## src/assert_macros.svh

```systemverilog
// assertion macros for the rtl files
// no dependencies; pulled in with an include inside the module body
`ifndef ASSERT_MACROS_SVH
`define ASSERT_MACROS_SVH

// condition in the same cycle implies consequence in the same cycle
`define ASSERT_IMPLY(label, clk, rst_n, ante, cons, msg) \
  label: assert property (@(posedge clk) disable iff (!rst_n) (ante) |-> (cons)) \
    else $error(msg);

// condition implies consequence in the next cycle
`define ASSERT_NEXT(label, clk, rst_n, ante, cons, msg) \
  label: assert property (@(posedge clk) disable iff (!rst_n) (ante) |=> (cons)) \
    else $error(msg);

`endif

```

## src/wta_pkg.sv

```systemverilog
// shared types, widths and helpers for the wall texel address block
// no dependencies
package wta_pkg;

  localparam int FACE_W   = 2;
  localparam int COORD_W  = 16;
  localparam int SCR_W    = 16;
  localparam int ROW_W    = 12;
  localparam int SIZE_W   = 11;
  localparam int BPP_W    = 6;
  localparam int TILES_W  = 8;
  localparam int TEX_W    = 10;
  localparam int OFF_W    = 22;
  localparam int CFG_IDX_W  = 3;
  localparam int CFG_DATA_W = 11;

  localparam logic [SIZE_W-1:0] SIZE_MAX = 11'd1024;

  typedef enum logic [FACE_W-1:0] {
    FACE_NORTH = 2'd0,
    FACE_EAST  = 2'd1,
    FACE_WEST  = 2'd2,
    FACE_SOUTH = 2'd3
  } face_e;

  typedef enum logic [CFG_IDX_W-1:0] {
    REG_TEX_WIDTH   = 3'd0,
    REG_TEX_HEIGHT  = 3'd1,
    REG_BPP         = 3'd2,
    REG_MAP_WIDTH   = 3'd3,
    REG_MAP_HEIGHT  = 3'd4
  } cfg_reg_e;

  // zero reads as one, anything past the largest texture as the largest
  function automatic logic [SIZE_W-1:0] clamp_size(input logic [SIZE_W-1:0] v);
    logic [SIZE_W-1:0] r;
    if (v == '0) begin
      r = SIZE_W'(1);
    end else if (v > SIZE_MAX) begin
      r = SIZE_MAX;
    end else begin
      r = v;
    end
    return r;
  endfunction

endpackage

```

## src/wall_texel_address.sv

```systemverilog
// wall texel address: pipelined texel column, row and byte offset per wall pixel
// depends on wta_pkg and assert_macros.svh
//
// usage
// - request channel: in_valid_i / in_stall_o with one wall pixel per request
//   (face, hit coordinates, slice rows, row within the slice)
// - result channel: out_valid_o / out_stall_i with texel_valid, texture_select,
//   texel_x, texel_y and byte_offset
// - config channel: cfg_valid_i / cfg_ready_o, cfg_index_i picks the register,
//   cfg_data_i the value; ready is always high, write only while idle
// - throughput one request per cycle while out_stall_i does not hold the pipe;
//   the 10-stage restoring divider for the texel row sets the depth, one
//   quotient bit per stage
// - the column uses two reciprocal multiplies by the tile size, each followed
//   by a back-multiply and a single correction step
// - reset empties every stage and loads the default texture and map sizes
// - a stalled result holds in the last stage; stages behind it keep moving
//   into empty slots, and in_stall_o rises only once all 15 stages are full
module wall_texel_address #(
  parameter int TILE_UNITS = 64
) (
  input  logic                             clk_i,
  input  logic                             rst_ni,
  // config channel
  input  logic                             cfg_valid_i,
  output logic                             cfg_ready_o,
  input  logic [wta_pkg::CFG_IDX_W-1:0]    cfg_index_i,
  input  logic [wta_pkg::CFG_DATA_W-1:0]   cfg_data_i,
  // request channel
  input  logic                             in_valid_i,
  output logic                             in_stall_o,
  input  logic [wta_pkg::FACE_W-1:0]       wall_face_i,
  input  logic [wta_pkg::COORD_W-1:0]      hit_x_world_i,
  input  logic [wta_pkg::COORD_W-1:0]      hit_y_world_i,
  input  logic signed [wta_pkg::SCR_W-1:0] wall_top_screen_i,
  input  logic signed [wta_pkg::SCR_W-1:0] wall_bottom_screen_i,
  input  logic signed [wta_pkg::SCR_W-1:0] wall_top_clipped_i,
  input  logic [wta_pkg::ROW_W-1:0]        row_in_slice_i,
  // result channel
  output logic                             out_valid_o,
  input  logic                             out_stall_i,
  output logic                             texel_valid_o,
  output logic [wta_pkg::FACE_W-1:0]       texture_select_o,
  output logic [wta_pkg::TEX_W-1:0]        texel_x_o,
  output logic [wta_pkg::TEX_W-1:0]        texel_y_o,
  output logic [wta_pkg::OFF_W-1:0]        byte_offset_o
);
  import wta_pkg::*;
  `include "assert_macros.svh"

  // tile size and derived widths
  localparam int TIW  = $clog2(TILE_UNITS + 1);        // holds the tile size itself
  localparam int MW   = $clog2(TILE_UNITS);            // holds coord mod tile size
  localparam int SC_W = TILES_W + TIW;                 // map size in world units
  localparam int V_W  = (SC_W > COORD_W) ? SC_W : COORD_W;
  localparam int D_W  = V_W + 1;                       // signed mirror distance
  localparam int PW   = MW + SIZE_W;                   // m * tex_width
  localparam int NUM_W = SIZE_W + SCR_W;               // tex_height * row position
  localparam int HS_W = SCR_W + 1;                     // wall height, signed
  localparam int S_W  = SCR_W + 2;                     // row position, signed
  localparam int TY_W = SIZE_W + TEX_W;
  localparam int XB_W = TEX_W + BPP_W;
  localparam int TYB_W = TY_W + BPP_W;

  localparam logic [TIW-1:0] TILE_C = TIW'(TILE_UNITS);
  // floor reciprocals: the estimate is low by at most one
  localparam logic [V_W-1:0] R_M = V_W'((1 << V_W) / TILE_UNITS);
  localparam logic [PW-1:0]  R_X = PW'((1 << PW) / TILE_UNITS);
  localparam logic [SC_W-1:0] SCALED_RST = SC_W'(32 * TILE_UNITS);

  // stage map
  localparam int ST_IN      = 0;   // face decode, mirror distance, height, row position
  localparam int ST_PREP    = 1;   // abs distance, row range check, numerator
  localparam int ST_RECIP_M = 2;   // quotient estimate of coord / tile
  localparam int ST_BACK_M  = 3;   // estimate times tile
  localparam int ST_MOD     = 4;   // corrected remainder
  localparam int ST_SCALE   = 5;   // remainder times tex width
  localparam int ST_RECIP_X = 6;
  localparam int ST_BACK_X  = 7;
  localparam int ST_X       = 8;   // texel column
  localparam int DIV_FIRST  = 2;
  localparam int DIV_STEPS  = TEX_W;
  localparam int ST_Y       = DIV_FIRST + DIV_STEPS - 1;
  localparam int ST_MUL_A   = ST_Y + 1;
  localparam int ST_MUL_B   = ST_Y + 2;
  localparam int ST_OUT     = ST_Y + 3;
  localparam int NS         = ST_OUT + 1;

  typedef struct packed {
    face_e                   face;
    logic signed [D_W-1:0]   d;
    logic signed [HS_W-1:0]  h;
    logic signed [S_W-1:0]   s;
    logic [V_W-1:0]          v;
    logic                    neg;
    logic                    y_ok;
    logic [V_W-1:0]          qm;
    logic [V_W-1:0]          qt;
    logic [MW-1:0]           m;
    logic                    bad;
    logic [PW-1:0]           p;
    logic [PW-1:0]           qx;
    logic [PW-1:0]           qxt;
    logic [TEX_W-1:0]        x;
    logic [SCR_W-1:0]        h16;
    logic [NUM_W-1:0]        rem;
    logic [TEX_W-1:0]        quo;
    logic [TY_W-1:0]         ty;
    logic [XB_W-1:0]         xb;
    logic [TYB_W-1:0]        tyb;
    logic                    tex_ok;
    logic [OFF_W-1:0]        off;
  } stage_t;

  // config registers, sizes kept already clamped and map sizes already scaled
  logic [SIZE_W-1:0] tw_q, th_q;
  logic [BPP_W-1:0]  bpp_q;
  logic [SC_W-1:0]   mw_scaled_q, mh_scaled_q;

  assign cfg_ready_o = 1'b1;

  always_ff @(posedge clk_i or negedge rst_ni) begin
    if (!rst_ni) begin
      tw_q        <= 11'd64;
      th_q        <= 11'd64;
      bpp_q       <= 6'd32;
      mw_scaled_q <= SCALED_RST;
      mh_scaled_q <= SCALED_RST;
    end else if (cfg_valid_i && cfg_ready_o) begin
      unique case (cfg_reg_e'(cfg_index_i))
        REG_TEX_WIDTH:  tw_q  <= clamp_size(cfg_data_i[SIZE_W-1:0]);
        REG_TEX_HEIGHT: th_q  <= clamp_size(cfg_data_i[SIZE_W-1:0]);
        REG_BPP:        bpp_q <= cfg_data_i[BPP_W-1:0];
        REG_MAP_WIDTH:  mw_scaled_q <= SC_W'(cfg_data_i[TILES_W-1:0]) * SC_W'(TILE_C);
        REG_MAP_HEIGHT: mh_scaled_q <= SC_W'(cfg_data_i[TILES_W-1:0]) * SC_W'(TILE_C);
        default: ;  // unknown index, write dropped
      endcase
    end
  end

  // pipeline state
  stage_t          pipe_q [NS];
  stage_t          pipe_d [NS];
  logic [NS-1:0]   vld_q;
  logic [NS-1:0]   en;

  // a stage moves when it is empty or some later stage has a hole,
  // or when the result leaves
  always_comb begin
    for (int k = 0; k < NS; k++) begin
      en[k] = !out_stall_i || (((~vld_q) >> k) != '0);
    end
  end

  assign in_stall_o = !en[ST_IN];

  // request decode
  face_e              in_face;
  logic               in_mirror;
  logic [COORD_W-1:0] in_coord;
  logic [SC_W-1:0]    in_scaled;

  assign in_face   = face_e'(wall_face_i);
  assign in_mirror = (in_face == FACE_NORTH) || (in_face == FACE_EAST);
  assign in_coord  = ((in_face == FACE_NORTH) || (in_face == FACE_SOUTH)) ?
                     hit_x_world_i : hit_y_world_i;
  assign in_scaled = (in_face == FACE_NORTH) ? mw_scaled_q : mh_scaled_q;

  // column datapath products
  logic [2*V_W-1:0]    mod_prod;
  logic [V_W+TIW-1:0]  mod_back;
  logic [V_W-1:0]      mod_rem;
  logic [V_W-1:0]      m_raw;
  logic [2*PW-1:0]     x_prod;
  logic [PW+TIW-1:0]   x_back;
  logic [PW-1:0]       x_rem;

  assign mod_prod = (2*V_W)'(pipe_q[ST_RECIP_M-1].v) * (2*V_W)'(R_M);
  assign mod_back = (V_W+TIW)'(pipe_q[ST_BACK_M-1].qm) * (V_W+TIW)'(TILE_C);
  assign mod_rem  = pipe_q[ST_MOD-1].v - pipe_q[ST_MOD-1].qt;
  assign m_raw    = (mod_rem >= V_W'(TILE_C)) ? (mod_rem - V_W'(TILE_C)) : mod_rem;
  assign x_prod   = (2*PW)'(pipe_q[ST_RECIP_X-1].p) * (2*PW)'(R_X);
  assign x_back   = (PW+TIW)'(pipe_q[ST_BACK_X-1].qx) * (PW+TIW)'(TILE_C);
  assign x_rem    = pipe_q[ST_X-1].p - pipe_q[ST_X-1].qxt;

  always_comb begin
    logic [NUM_W-1:0] trial;
    logic             ge;

    // entry stage
    pipe_d[ST_IN]      = '0;
    pipe_d[ST_IN].face = in_face;
    pipe_d[ST_IN].d    = in_mirror ?
                         ($signed(D_W'(in_scaled)) - $signed(D_W'(in_coord))) :
                         $signed(D_W'(in_coord));
    pipe_d[ST_IN].h    = $signed({wall_bottom_screen_i[SCR_W-1], wall_bottom_screen_i})
                       - $signed({wall_top_screen_i[SCR_W-1], wall_top_screen_i});
    // row position counted from the unclipped top
    pipe_d[ST_IN].s    = $signed({{(S_W-ROW_W){1'b0}}, row_in_slice_i})
                       + $signed({{2{wall_top_clipped_i[SCR_W-1]}}, wall_top_clipped_i})
                       - $signed({{2{wall_top_screen_i[SCR_W-1]}}, wall_top_screen_i});

    for (int k = 1; k < NS; k++) begin
      pipe_d[k] = pipe_q[k-1];
    end

    // row in range exactly when 0 <= s < h, so the quotient fits TEX_W bits
    pipe_d[ST_PREP].neg  = pipe_q[ST_IN].d[D_W-1];
    pipe_d[ST_PREP].v    = pipe_q[ST_IN].d[D_W-1] ? V_W'(-pipe_q[ST_IN].d) :
                                                     V_W'(pipe_q[ST_IN].d);
    pipe_d[ST_PREP].y_ok = (pipe_q[ST_IN].h > 0) && (pipe_q[ST_IN].s >= 0) &&
                           (pipe_q[ST_IN].s < $signed({pipe_q[ST_IN].h[HS_W-1],
                                                       pipe_q[ST_IN].h}));
    pipe_d[ST_PREP].h16  = pipe_q[ST_IN].h[SCR_W-1:0];
    pipe_d[ST_PREP].rem  = NUM_W'(th_q) * NUM_W'(pipe_q[ST_IN].s[SCR_W-1:0]);
    pipe_d[ST_PREP].quo  = '0;

    // column: coord mod tile, then scale to the texture width
    pipe_d[ST_RECIP_M].qm = mod_prod[2*V_W-1:V_W];
    pipe_d[ST_BACK_M].qt  = mod_back[V_W-1:0];
    // beyond the map edge the column is zero, and invalid when also off the tile grid
    pipe_d[ST_MOD].m      = pipe_q[ST_MOD-1].neg ? '0 : m_raw[MW-1:0];
    pipe_d[ST_MOD].bad    = pipe_q[ST_MOD-1].neg && (m_raw != '0);
    pipe_d[ST_SCALE].p    = PW'(pipe_q[ST_SCALE-1].m) * PW'(tw_q);
    pipe_d[ST_RECIP_X].qx = x_prod[2*PW-1:PW];
    pipe_d[ST_BACK_X].qxt = x_back[PW-1:0];
    pipe_d[ST_X].x        = pipe_q[ST_X-1].qx[TEX_W-1:0]
                          + TEX_W'(x_rem >= PW'(TILE_C));

    // row: restoring division, one quotient bit per stage, msb first
    for (int i = 0; i < DIV_STEPS; i++) begin
      trial = NUM_W'(pipe_q[DIV_FIRST+i-1].h16) << (DIV_STEPS - 1 - i);
      ge    = pipe_q[DIV_FIRST+i-1].rem >= trial;
      pipe_d[DIV_FIRST+i].rem = ge ? (pipe_q[DIV_FIRST+i-1].rem - trial) :
                                     pipe_q[DIV_FIRST+i-1].rem;
      pipe_d[DIV_FIRST+i].quo = {pipe_q[DIV_FIRST+i-1].quo[DIV_STEPS-2:0], ge};
    end

    // byte offset: x*bpp/8 + tw*y*bpp/8, each term floored
    pipe_d[ST_MUL_A].ty  = TY_W'(tw_q) * TY_W'(pipe_q[ST_Y].quo);
    pipe_d[ST_MUL_A].xb  = XB_W'(pipe_q[ST_Y].x) * XB_W'(bpp_q);
    pipe_d[ST_MUL_B].tyb = TYB_W'(pipe_q[ST_MUL_A].ty) * TYB_W'(bpp_q);

    pipe_d[ST_OUT].tex_ok = pipe_q[ST_MUL_B].y_ok && !pipe_q[ST_MUL_B].bad;
    pipe_d[ST_OUT].quo    = pipe_d[ST_OUT].tex_ok ? pipe_q[ST_MUL_B].quo : '0;
    pipe_d[ST_OUT].off    = pipe_d[ST_OUT].tex_ok ?
                            (OFF_W'(pipe_q[ST_MUL_B].xb[XB_W-1:3]) +
                             pipe_q[ST_MUL_B].tyb[OFF_W+2:3]) : '0;
  end

  // payload registers
  always_ff @(posedge clk_i) begin
    for (int k = 0; k < NS; k++) begin
      if (en[k]) begin
        pipe_q[k] <= pipe_d[k];
      end
    end
  end

  // valid bits travel with the payload
  always_ff @(posedge clk_i or negedge rst_ni) begin
    if (!rst_ni) begin
      vld_q <= '0;
    end else begin
      if (en[ST_IN]) begin
        vld_q[ST_IN] <= in_valid_i;
      end
      for (int k = 1; k < NS; k++) begin
        if (en[k]) begin
          vld_q[k] <= vld_q[k-1];
        end
      end
    end
  end

  assign out_valid_o      = vld_q[ST_OUT];
  assign texel_valid_o    = pipe_q[ST_OUT].tex_ok;
  assign texture_select_o = pipe_q[ST_OUT].face;
  assign texel_x_o        = pipe_q[ST_OUT].x;
  assign texel_y_o        = pipe_q[ST_OUT].quo;
  assign byte_offset_o    = pipe_q[ST_OUT].off;

  // request side is held off only when no stage has room
  `ASSERT_IMPLY(a_stall_only_when_full, clk_i, rst_ni, in_stall_o, &vld_q,
                "request stalled while a pipeline stage is empty")
  // corrected remainder lies inside the tile
  `ASSERT_IMPLY(a_mod_in_tile, clk_i, rst_ni, vld_q[ST_MOD],
                TIW'(pipe_q[ST_MOD].m) < TILE_C,
                "tile remainder not below tile size")
  // off-grid hit beyond the map edge gives column zero
  `ASSERT_IMPLY(a_bad_column_zero, clk_i, rst_ni, vld_q[ST_X] && pipe_q[ST_X].bad,
                pipe_q[ST_X].x == '0, "off-grid hit with nonzero column")
  // in-range row leaves a remainder below the wall height
  `ASSERT_IMPLY(a_div_remainder, clk_i, rst_ni, vld_q[ST_Y] && pipe_q[ST_Y].y_ok,
                pipe_q[ST_Y].rem < NUM_W'(pipe_q[ST_Y].h16),
                "row divider remainder not below wall height")

endmodule
```

## config.mk

```make
export PLATFORM = sky130hd
export DESIGN_NAME = wall_texel_address
export DESIGN_NICKNAME = d
export VERILOG_FILES = /design/src/wta_pkg.sv /design/src/wall_texel_address.sv
export VERILOG_INCLUDE_DIRS = /design/src /design/src/src
export SDC_FILE = /design/constraint.sdc
export NUM_CORES = 2
export LEC_CHECK = 0
export ABC_CLOCK_PERIOD_IN_PS = 13000
export BUFFER_PORTS_ARGS = -buffer_cell sky130_fd_sc_hd__clkbuf_2
export CAP_MARGIN = 20
export CORE_MARGIN = 5
export CORE_UTILIZATION = 35
export DETAILED_ROUTE_END_ITERATION = 8
export SKIP_LAST_GASP = 1
export SLEW_MARGIN = 15
export SYNTH_ARGS = -nofsm -noshare
export SYNTH_HDL_FRONTEND = slang
export SYNTH_MEMORY_MAX_BITS = 65536
export SYNTH_SLANG_ARGS = --single-unit
```

## constraint.sdc

```tcl
create_clock -name clk_i -period 13 [get_ports clk_i]
set_input_delay 0.65 -clock clk_i [delete_from_list [all_inputs] [get_ports clk_i]]
set_output_delay 0.65 -clock clk_i [all_outputs]
set_load 0.03 [all_outputs]
```

==> impl_metrics.csv <==
group,metric,value,unit
logic_synthesis,yosys_warnings,0,
die,io_pins,161,
die,die_w,416.9,um
timing,setup_viol,0,
finish,areaGrowthSynthToFinish,11.19,%
die,initial_core_util,35.17,%
clock_network,cts_buffer_depth,3,
clock_network,cts_tree,"yes",
finish,layout-drive-gt1-share,8.867,%
route,vias_per_cell,4.815,
logic_synthesis,synth_largest_area_cell,"edfxtp_1",
global_route,grt_first_pass_wirelength,193.6,mm
clock_network,htreeDepth,3,
die,row_count,149,
logic_synthesis,synth_area_leaders,"edfxtp_1 (43%), fa_1 (13%), ha_1 (9.3%)",
logic_synthesis,synth-async-reset-ratio,6.644,%
critical_path,path_buf_inv,3,
route,drc,0,
critical_path,end_kind,"register",
logic_synthesis,ys_seq_area_share,45.51,%
clock_network,clk_pin_slew,0.06,ns
clock_network,postCtsSetupRepairBufs,0,
timing,period_share,46.84,%
timing,slew_headroom,29.59,%
critical_path,cp_max_fo,17,
placed_design,hpwl,91.35,mm
timing,fmax,164.2,MHz
die,core,0.1648,sq mm
route,drtAntennaViolNets,0,
timing,worst_pin_slew,1.056,ns
die,die_area,0.1738,sq mm
placed_design,gp_congestion,0.8611,
placed_design,io_buffers,159,
finish,n_fill_cell,15820,
timing,fin_crit,6.089,ns
route,drt_iter0_markers,1984,
timing,drv_slew,0,
timing,worst_hold_slack,0.05465,ns
worst_hold_path,worst_hold_path_type,"in2async",
global_route,grt_usage,13.56,%
clock_network,cts_buffers,100,
timing,hold_viol_final,0,
timing,clock_skew,0.03307,ns
global_route,grt_pass1_vias,37360,
logic_synthesis,syn_avg_cell_area,11.22,sq um
logic_synthesis,synth_edf_count,829,
logic_synthesis,synth_nets,6073,
critical_path,crit_chain,"nand2_1 > fa_1 > fa_1 > fa_1 > inv_1 > fa_1 > inv_1 > fa_1 > inv_1 > ha_1 > or2_2 > a21oi_1 > a21oi_1 > o211ai_1 > o22ai_1 > o41a_1 > a211o_1 > a21oi_1 > xnor2_1",
global_route,grt_overflow,0,
logic_synthesis,syn-instance-count,5166,
clock_network,insertion_delay,0.71,ns
critical_path,critical_path_class,"reg2reg",
critical_path,crit_arrival,6.54,ns
logic_synthesis,syn_area,0.05795,sq mm
timing,rsz0062_at_grt,"no",
timing,setup_tns,0,ns
critical_path,cp_top_family,"adder cells",
finish,fin_nets,6187,
critical_path,start_kind,"register",
clock_network,clock-root-buffer,"clkbuf_16",
route,wl,117.3,mm
critical_path,cp_data_required_time,13.45,ns
global_route,grt_max_degree,65,
clock_network,postCtsResizedCells,0,
clock_network,cts.sinks,888,
global_route,grt_antenna_before_repair,4,
route,firstDrtPassIters,7,
finish,seqCellArea,0.02638,sq mm
logic_synthesis,synth.distinct_cells,85,
critical_path,max_stage_delay,0.73,ns
flow_run,cap_violations,0,
route,avgRoutedWirePerCell,15.52,um
route,num_vias,36390,
critical_path,cp_common_cell,"fa_1",
logic_synthesis,synth.top_cell.area_share,42.95,%
logic_synthesis,ys_ff_latch,888,
outcome,status,"complete, no violations",
die,die_h,416.9,um
logic_synthesis,synthFlopType,"edfxtp_1",
critical_path,cp_slowest_cell,"dfrtp_1",
clock_network,cts_hold_buf,0,
finish,multi_input_area,0.02809,sq mm
## state kept, by name, indices dropped and copies added, names as in the netlist
signal	flops
th_q	11
vld_q	15
mw_scaled_q	8
pipe_q	829
mh_scaled_q	8
bpp_q	6
tw_q	11
## cells by family after synthesis
group / share of synthesized area (%)
compound gates: 8.718
xor+xnor: 4.275
fa+ha+maj: 21.83
buf+inv: 6.118
flops: 45.51
mux: 1.529
other cells: 0.006471
simple gates: 12.01
## placed cells by master, fill, tap and decap left out, types with 19 or more instances in the layout
master       n
a21oi_1    235
nand4_1     38
ha_1       432
nand2_1    548
clkbuf_16  100
xor2_1     108
clkbuf_2   158
a21boi_0    20
edfxtp_1   829
and2_1     195
nor2_1     251
o21ai_0    184
a31oi_1     29
or3_1       21
nor4_1      32
clkinv_2    19
and3_1      20
dfrtp_1     54
a211oi_1    21
fa_1       362
inv_1      716
buf_4       26
xnor2_1    173
nor2b_1     62
nand2b_1    52
a21o_1      99
nor3_1      64
mux2_2      60
o21a_1      47
mux2i_1     21
nand3_1     55
o21bai_1    25
or2_2       23
## synth_stat cells, types with 23 or more instances
cell type,n
a21o_1,99
a21oi_1,235
a31oi_1,29
and2_1,195
buf_4,47
clkbuf_1,114
dfrtp_1,54
edfxtp_1,829
fa_1,362
ha_1,432
inv_1,719
mux2_2,60
nand2_1,552
nand2b_1,52
nand3_1,59
nand4_1,38
nor2_1,251
nor2b_1,62
nor3_1,64
nor4_1,33
o21a_1,47
o21ai_0,184
o21bai_1,25
or2_2,23
xnor2_1,173
xor2_1,108
## per-stage QoR
stage	std cells	cell area [sq um]	setup WS, ns	util (%)
floorplan	5166	57950	2.716	-
global placement	7365	60890	6.986	36.95
detailed placement	7365	60890	6.936	36.95
CTS	7555	64410	6.921	39.08
global route	7558	64440	6.545	39.10
finish	7558	64440	6.911	39.10
## routing by layer
metal  GRT usage [%]  wire length [um]  share of wire, %
met1           17.62             52170                44
met2           23.38             57390                49
met3           1.787              4025               3.4
met4           4.552              3696               3.2
met5               0                 0                 0
## path summary, 6_finish.rpt
path / startpoint / end / slack (ns) / cells past startpoint
hold reg to reg: pipe_q[1][623]$_DFFE_PP_ / pipe_q[1][935]$_DFFE_PP_ / 0.40 / 0
setup reg to reg: th_q[5]$_DFFE_PN0P_ / pipe_q[0][434]$_DFFE_PP_ / 6.91 / 19
setup / recovery: th_q[5]$_DFFE_PN0P_ / pipe_q[0][434]$_DFFE_PP_ / 6.91 / 19
min in group clk_i: in_valid_i / vld_q[0]$_DFFE_PN0N_ / 0.17 / 2
hold / removal: rst_ni / mw_scaled_q[9]$_DFFE_PN0P_ / 0.05 / 1
max in group asynchronous: rst_ni / vld_q[10]$_DFFE_PN0P_ / 12.33 / 1
## layout make-up
cell class | instances | share of cell area [%]
well taps | 2189 | 4.250
multi-input cells | 3384 | 43.58
repair buffers | 186 | 1.571
clock buffers | 120 | 4.062
diodes | 1 | 0.003883
inverters | 720 | 4.194
clock inverters | 70 | 1.404
flip-flops and latches | 888 | 40.93
Power is left out: the tool's default activity adds up to more than one toggle a clock period on the data nets, which glitch-free logic cannot reach.
